`src/hw/rtl/assert_macros.svh`:
```
// Assertion macros for the RTL of the lattice path counter; only the top level includes them.
// No dependencies; take in with a bare include where assertions are written.
`ifndef ASSERT_MACROS_SVH
`define ASSERT_MACROS_SVH

// Same-cycle implication, sampled on the rising clock, off during reset.
`define ASSERT_SAME(label, ante, cons, msg) \
    label: assert property (@(posedge clk) disable iff (!rst_n) (ante) |-> (cons)) \
        else $error(msg);

// Next-cycle implication, sampled on the rising clock, off during reset.
`define ASSERT_NEXT(label, ante, cons, msg) \
    label: assert property (@(posedge clk) disable iff (!rst_n) (ante) |=> (cons)) \
        else $error(msg);

`endif

```
`src/hw/rtl/gpck_pkg.sv`:
```
// Package for the knight-blocked lattice path counter: sizes, types, helpers.
// No dependencies.
package gpck_pkg;

    localparam int MAX_DIM = 32;
    localparam int NUM_COLS = MAX_DIM + 1;
    localparam int IDX_W = $clog2(NUM_COLS);
    localparam int FIELD_W = 6;
    localparam int CNT_W = 61;
    localparam int DIFF_W = FIELD_W + 1;

    localparam logic [FIELD_W-1:0] DIM_MAX = FIELD_W'(MAX_DIM);

    typedef logic [CNT_W-1:0] count_t;

    // Position of the cell being updated and the knight square.
    typedef struct packed {
        logic [IDX_W-1:0]   row;
        logic [IDX_W-1:0]   col;
        logic [FIELD_W-1:0] knight_row;
        logic [FIELD_W-1:0] knight_col;
    } pos_t;

    // Absolute distance between a grid index and a knight coordinate.
    function automatic logic [DIFF_W-1:0] abs_diff(input logic [IDX_W-1:0] a,
                                                   input logic [FIELD_W-1:0] b);
        logic [DIFF_W-1:0] da;
        logic [DIFF_W-1:0] db;
        begin
            da = DIFF_W'(a);
            db = DIFF_W'(b);
            abs_diff = (da >= db) ? (da - db) : (db - da);
        end
    endfunction

    // Clamp an input index to the grid.
    function automatic logic [IDX_W-1:0] clamp_idx(input logic [FIELD_W-1:0] v);
        begin
            clamp_idx = (v > DIM_MAX) ? IDX_W'(MAX_DIM) : IDX_W'(v);
        end
    endfunction

endpackage

```
`src/hw/rtl/gpck_cell.sv`:
```
// One storage cell of the column chain: holds one column count.
// Depends on gpck_pkg.
module gpck_cell (
    input  logic             clk,
    input  logic             en,
    input  gpck_pkg::count_t d,
    output gpck_pkg::count_t q
);

    gpck_pkg::count_t count_reg;
    gpck_pkg::count_t count_next;

    // Advance on enable, hold otherwise.
    assign count_next = en ? d : count_reg;

    always_ff @(posedge clk)
    begin
        count_reg <= count_next;
    end

    assign q = count_reg;

endmodule

```
`src/hw/rtl/gpck_update.sv`:
```
// Cell update rule: knight blocking, origin, edge copy and interior add.
// Depends on gpck_pkg.
module gpck_update (
    input  gpck_pkg::pos_t   pos,
    input  gpck_pkg::count_t up,
    input  gpck_pkg::count_t left,
    output gpck_pkg::count_t count
);

    logic [gpck_pkg::DIFF_W-1:0] dr;
    logic [gpck_pkg::DIFF_W-1:0] dc;
    logic                        blocked;
    logic                        row0;
    logic                        col0;

    assign dr = gpck_pkg::abs_diff(pos.row, pos.knight_row);
    assign dc = gpck_pkg::abs_diff(pos.col, pos.knight_col);

    assign blocked = ((dr == gpck_pkg::DIFF_W'(0)) && (dc == gpck_pkg::DIFF_W'(0)))
                  || ((dr == gpck_pkg::DIFF_W'(1)) && (dc == gpck_pkg::DIFF_W'(2)))
                  || ((dr == gpck_pkg::DIFF_W'(2)) && (dc == gpck_pkg::DIFF_W'(1)));

    assign row0 = (pos.row == '0);
    assign col0 = (pos.col == '0);

    always_comb
    begin
        priority if (blocked)
            count = '0;
        else if (row0 && col0)
            count = gpck_pkg::CNT_W'(1);
        else if (row0)
            count = left;
        else if (col0)
            count = up;
        else
            count = up + left;
    end

endmodule

```
`src/hw/rtl/grid_path_count_knight_blocked_top.sv`:
```
// Top level of the knight-blocked lattice path counter.
// Depends on gpck_pkg, gpck_cell, gpck_update and assert_macros.svh.
//
// Channel   Direction  Signals                      Payload
// s_axis    in         s_tvalid s_tready s_tdata    target_row/col, knight_row/col
// m_axis    out        m_tvalid m_tready m_tdata    path_count
//
// An item sweeps target_row * (MAX_DIM + 1) + target_col + 1 grid cells
// (at most 1089), one grid cell per cycle unless the last cell stalls,
// through the single update unit at the head of a ring of MAX_DIM + 1
// column cells. The ring rotates one position per step, so the cell at
// its tail always holds the count of the same column from the row above.
// Reset clears only control state; the column cells carry no reset because
// every count read is written earlier in the same item.
// A result waits in the output register; the sweep stalls on its last cell
// only while a previous result is still untaken.
module grid_path_count_knight_blocked_top (
    input  logic        clk,
    input  logic        rst_n,
    input  logic        s_tvalid,
    output logic        s_tready,
    // [5:0] target_row, [11:6] target_col, [17:12] knight_row, [23:18] knight_col
    input  logic [23:0] s_tdata,
    output logic        m_tvalid,
    input  logic        m_tready,
    // [60:0] path_count, [63:61] zero
    output logic [63:0] m_tdata
);

    `include "assert_macros.svh"

    localparam logic ST_IDLE = 1'b0;
    localparam logic ST_RUN  = 1'b1;
    localparam int   FW      = gpck_pkg::FIELD_W;
    localparam int   IW      = gpck_pkg::IDX_W;
    localparam int   NC      = gpck_pkg::NUM_COLS;

    logic                state_reg, state_next;
    logic [IW-1:0]       row_reg, row_next;
    logic [IW-1:0]       col_reg, col_next;
    logic [IW-1:0]       rows_reg, rows_next;
    logic [IW-1:0]       cols_reg, cols_next;
    logic [FW-1:0]       krow_reg, krow_next;
    logic [FW-1:0]       kcol_reg, kcol_next;
    logic                out_valid_reg, out_valid_next;
    gpck_pkg::count_t    out_reg, out_next;

    logic                in_req;
    logic                last_cell;
    logic                step;
    gpck_pkg::pos_t      pos;
    gpck_pkg::count_t    new_count;
    gpck_pkg::count_t    cell_d [NC];
    gpck_pkg::count_t    cell_q [NC];

    assign s_tready  = (state_reg == ST_IDLE);
    assign in_req    = s_tvalid && s_tready;
    assign last_cell = (row_reg == rows_reg) && (col_reg == cols_reg);
    // Hold the final cell while the output slot is still occupied.
    assign step      = (state_reg == ST_RUN) && !(last_cell && out_valid_reg && !m_tready);

    assign pos.row        = row_reg;
    assign pos.col        = col_reg;
    assign pos.knight_row = krow_reg;
    assign pos.knight_col = kcol_reg;

    // Head update: left is the column just computed, up is the ring's tail.
    gpck_update u_update (
        .pos   (pos),
        .up    (cell_q[NC-1]),
        .left  (cell_q[0]),
        .count (new_count)
    );

    // Ring of column cells; each hands its count to the next every step.
    genvar k;
    generate
        for (k = 0; k < NC; k++)
        begin : g_cell
            if (k == 0)
            begin : g_head
                assign cell_d[k] = new_count;
            end
            else
            begin : g_body
                assign cell_d[k] = cell_q[k-1];
            end
            gpck_cell u_cell (
                .clk (clk),
                .en  (step),
                .d   (cell_d[k]),
                .q   (cell_q[k])
            );
        end
    endgenerate

    always_comb
    begin
        state_next     = state_reg;
        row_next       = row_reg;
        col_next       = col_reg;
        rows_next      = rows_reg;
        cols_next      = cols_reg;
        krow_next      = krow_reg;
        kcol_next      = kcol_reg;
        out_valid_next = out_valid_reg;
        out_next       = out_reg;

        // Drop the result once it is taken.
        if (m_tready)
            out_valid_next = 1'b0;

        unique case (state_reg)
            ST_IDLE:
            begin
                if (in_req)
                begin
                    rows_next  = gpck_pkg::clamp_idx(s_tdata[FW-1:0]);
                    cols_next  = gpck_pkg::clamp_idx(s_tdata[2*FW-1:FW]);
                    krow_next  = s_tdata[3*FW-1:2*FW];
                    kcol_next  = s_tdata[4*FW-1:3*FW];
                    row_next   = '0;
                    col_next   = '0;
                    state_next = ST_RUN;
                end
            end
            ST_RUN:
            begin
                if (step)
                begin
                    if (last_cell)
                    begin
                        out_next       = new_count;
                        out_valid_next = 1'b1;
                        state_next     = ST_IDLE;
                    end
                    else if (col_reg == IW'(gpck_pkg::MAX_DIM))
                    begin
                        // Advance to the next row; the ring has rotated fully.
                        col_next = '0;
                        row_next = row_reg + IW'(1);
                    end
                    else
                    begin
                        col_next = col_reg + IW'(1);
                    end
                end
            end
            default:
            begin
                state_next = ST_IDLE;
            end
        endcase
    end

    always_ff @(posedge clk or negedge rst_n)
    begin
        if (!rst_n)
        begin
            state_reg     <= ST_IDLE;
            out_valid_reg <= 1'b0;
            row_reg       <= '0;
            col_reg       <= '0;
        end
        else
        begin
            state_reg     <= state_next;
            out_valid_reg <= out_valid_next;
            row_reg       <= row_next;
            col_reg       <= col_next;
        end
    end

    always_ff @(posedge clk)
    begin
        rows_reg <= rows_next;
        cols_reg <= cols_next;
        krow_reg <= krow_next;
        kcol_reg <= kcol_next;
        out_reg  <= out_next;
    end

    assign m_tvalid = out_valid_reg;
    assign m_tdata  = {{(64 - gpck_pkg::CNT_W){1'b0}}, out_reg};

    `ASSERT_NEXT(a_start_origin, in_req,
        (state_reg == ST_RUN) && (row_reg == '0) && (col_reg == '0),
        "sweep did not start at the origin")
    `ASSERT_SAME(a_col_range, state_reg == ST_RUN,
        col_reg <= IW'(gpck_pkg::MAX_DIM),
        "column index beyond the grid")
    `ASSERT_SAME(a_row_range, state_reg == ST_RUN,
        row_reg <= rows_reg,
        "row index beyond the target row")
    `ASSERT_SAME(a_result_source, $rose(m_tvalid),
        $past(state_reg) == ST_RUN,
        "result appeared without a sweep")

endmodule

```
`config.mk`:
```
export PLATFORM = sky130hd
export DESIGN_NAME = grid_path_count_knight_blocked_top
export DESIGN_NICKNAME = d
export VERILOG_FILES = /design/src/hw/rtl/gpck_pkg.sv /design/src/hw/rtl/gpck_cell.sv /design/src/hw/rtl/gpck_update.sv /design/src/hw/rtl/grid_path_count_knight_blocked_top.sv
export VERILOG_INCLUDE_DIRS = /design/src /design/src/hw/rtl
export SDC_FILE = /design/constraint.sdc
export NUM_CORES = 1
export LEC_CHECK = 0
export ABC_AREA = 1
export BUFFER_PORTS_ARGS = -buffer_cell sky130_fd_sc_hd__clkbuf_2
export CORE_MARGIN = 5
export CORE_UTILIZATION = 40
export CTS_CLUSTER_DIAMETER = 40
export DETAILED_ROUTE_END_ITERATION = 8
export PLACE_DENSITY = 0.62
export SLEW_MARGIN = 25
export SYNTH_ARGS = -nofsm -noshare
export SYNTH_HDL_FRONTEND = slang
export SYNTH_SLANG_ARGS = --single-unit
```
`constraint.sdc`:
```
create_clock -name clk -period 124.8 [get_ports clk]
set_input_delay 12.48 -clock clk [delete_from_list [all_inputs] [get_ports clk]]
set_output_delay 12.48 -clock clk [all_outputs]
set_load 0.02 [all_outputs]
```
==> impl_metrics.ini <==
[sta]
slew_headroom_pct = 26.37
rsz0062_at_grt = no
max_clock_freq_mhz = 59.88
finalSetupTns_ns = 0
period_share_pct = 13.38
fin_skew_ns = 0.04669
finalCriticalPeriod_ns = 16.70
timing_worst_slew_pin_value_ns = 1.104
final_setup_violations = 0
final_max_slew_viol_count = 0
hold_viol_final = 0

[power_and_ir_drop]
pwrdens_nw_per_um2 = 29.79
power_leakage_nw = 31.59
peakVddDrop_v = 0.00001869
post-layout-total-power_mw = 2.500

[worst_hold_path]
worst_hold_startpoint = g_cell[14].u_cell.q[14]
min_delay_path_depth = 0
hp-class = register to register
hold_path_end = g_cell[15].u_cell.q[14]

[clocking]
clock_path_buffers = 3
tritoncts = built
clkSinkCount = 2112
cts_resized = 0
number_of_levels_in_the_clock_h_tree = 4
clk_pin_slew_ns = 0.06
cts-root-buf = clkbuf_16
hold_buffer_count_at_cts = 0
numCtsBuffers = 239
worst_skew_pair.late_latency_ns = 0.84
number_of_buffers_added_for_setup_after_cts = 0

[outcome]
status = complete, no violations

[synth]
postSynth.topFlopCell = edfxtp_1
synthesis.area_per_instance_um2 = 18.20
synth_sequential_area_ratio_pct = 87.74
netlist-cell-type-count = 43
postSynthRegisterBits = 2112
yosys.area_share.xor_xnor_pct = 0.4974
yosysWarnings = 0
share_of_async_settable_or_async_resettable_flops_after_synthesis_pct = 0.6629
synth_top_family_by_area = simple AND/OR/NAND/NOR gates
netlist_instances = 3968
post_synthesis_compound_gate_area_fraction_pct = 1.833
post_synth_edffs = 2098
synthAdderAreaFrac_pct = 1.664
synth.cell_area_um2 = 72200
synth-simple-area-share_pct = 6.162
yosys-mux-area-fraction_pct = 0

[critical_path]
critPathLaunchType = input port
r2r_end = g_cell[23].u_cell.q[30]
timing_worst_setup_path_type = input port to register
ff2ff_setup_slack_ns = 119.10
critical_path_arrival_ns = 17.14
critical_path.max_fanout = 191
rr_worst_depth = 11
rr_startpoint = row_reg[4]
crit_path_end_kind = register
cp.required_ns = 125.24

[global_routing]
number_of_antenna_violations_at_the_first_check_in_global_routing = 0
wire_length_of_the_first_global_routing_pass_mm = 180.7
overflow = 0
grt_util_all_layers_pct = 12.23
grt_max_degree = 192
grt_pass1_vias = 30993

[drt]
initialDrtViolationCount = 2353
ant_nets = 0
route.vias.total = 31246
drt-total-wl_mm = 116.7
wire_per_inst_um = 17.00
avgViaCountPerCell = 4.550
drt_drc_violations_left = 0
detailedRoute.firstPassIterationCount = 5

[finish]
diode_insertion_count_for_antenna_repair = 0
most_common_cell_after_layout_fill_and_taps_aside = edfxtp_1
num-nets-final = 4408
layout-area-overhead-vs-synth_pct = 16.23
num-fill-cells = 14999
layout-drive-gt1-share_pct = 12.25
largest_register_ff_count = 2013
postLayoutCoreUtil_pct = 46.58
highest_count_cells_in_the_layout_ignoring_fill_and_taps = 2098 x edfxtp_1, 634 x nand2_1, 336 x inv_1
stdcell_count = 6867

[die]
die_width_um = 434.9
ioPinCount = 94
die-height_um = 434.9
start_util_pct = 40.08
rows = 156
area_of_the_die_um2 = 189100
core-area_um2 = 180200

[job]
drv_cap = 0

[placed_design]
detailed_place_hpwl_mm = 70.45
gp_congestion = 0.8940
placement.io_buffers = 90
placed_cells_incl_taps = 6416
-- routing by layer --
metal	global-route usage (%)	share of wire, %	vias up
li1	-	-	15151
met1	16.96	46	15366
met2	19.34	47	501
met3	2.378	3.5	228
met4	4.645	3.1	0
met5	0	0	-
-- report_power, final --
part / total [mW] / switching [mW] / internal, mW
Sequential: 1.36 / 0.119 / 1.24
Clock: 0.703 / 0.290 / 0.413
Combinational: 0.433 / 0.305 / 0.128
-- per-stage QoR --
| stage | hold slack (ns) | setup slack, ns | cell area, µm² |
|---|---|---|---|
| global route | 0.3976 | 107.86 | 83920 |
| detailed placement | 0.4045 | 107.02 | 75670 |
| floorplan | 0.4003 | 23.38 | 72210 |
| CTS | 0.3926 | 107.98 | 83910 |
| global placement | 0.4003 | 107.18 | 75670 |
| finish | 0.3904 | 108.10 | 83920 |
-- how the worst max path moves through the flow --
stage	cells past startpoint	slack, ns	start	to
2_1_floorplan	4	23.38	m_tready	g_cell[0].u_cell.q[0]
3_3_place_gp	10	107.18	m_tready	g_cell[25].u_cell.q[40]
3_5_place_dp	10	107.02	m_tready	g_cell[15].u_cell.q[40]
4_1_cts	10	107.98	m_tready	g_cell[0].u_cell.q[38]
5_1_grt	10	107.86	m_tready	g_cell[30].u_cell.q[29]
6_report	10	108.10	m_tready	g_cell[23].u_cell.q[30]
-- worst max-delay path, stage by stage --
cell and delay (ns):
clkbuf_2 0.08, nor2_1 0.07, inv_1 0.09, nor2_1 0.07
nor2_4 0.06, buf_4 0.75, buf_12 0.70, buf_12 0.60
buf_4 0.87, buf_4 0.82
-- final cells by class --
cell class	count	area, µm²	share of cell area [%]
clock buffers	271	6143	7.321
clock inverters	180	2090	2.490
inverters	341	1282	1.528
multi-input cells	1474	7370	8.782
flip-flops and latches	2112	63350	75.49
well taps	2370	2965	3.534
repair buffers	119	716.9	0.8543
-- cell usage after synthesis, drive strengths merged (3+ instances only) --
cell type | count | area, µm²
nor3b | 3 | 22.52
xnor2 | 34 | 297.8
o21ai | 97 | 485.5
a21oi | 136 | 699.4
nand4 | 25 | 156.4
nand2 | 641 | 2424
edfxtp | 2098 | 63000
nor3 | 19 | 100.1
buf | 22 | 152.6
inv | 341 | 1280
xor2 | 7 | 61.31
clkbuf | 21 | 80.07
nand3b | 8 | 60.06
or2 | 4 | 25.02
o21bai | 11 | 82.58
nor2 | 262 | 1016
and2 | 4 | 25.02
fa | 5 | 100.1
ha | 88 | 1101
nand3 | 117 | 608.1
dfrtp | 14 | 350.3
-- cell families (layout without fill, tap and decap cells) --
kind of cell,after synthesis,after routing
AO/OA/AOI/OAI,252,252
XOR/XNOR,41,41
adder cells (fa/ha/maj),93,93
buffers and inverters,384,911
flip-flops,2112,2112
other,1,3
AND/OR/NAND/NOR,1085,1085
Note: power is estimated with default switching activity, not from simulation.
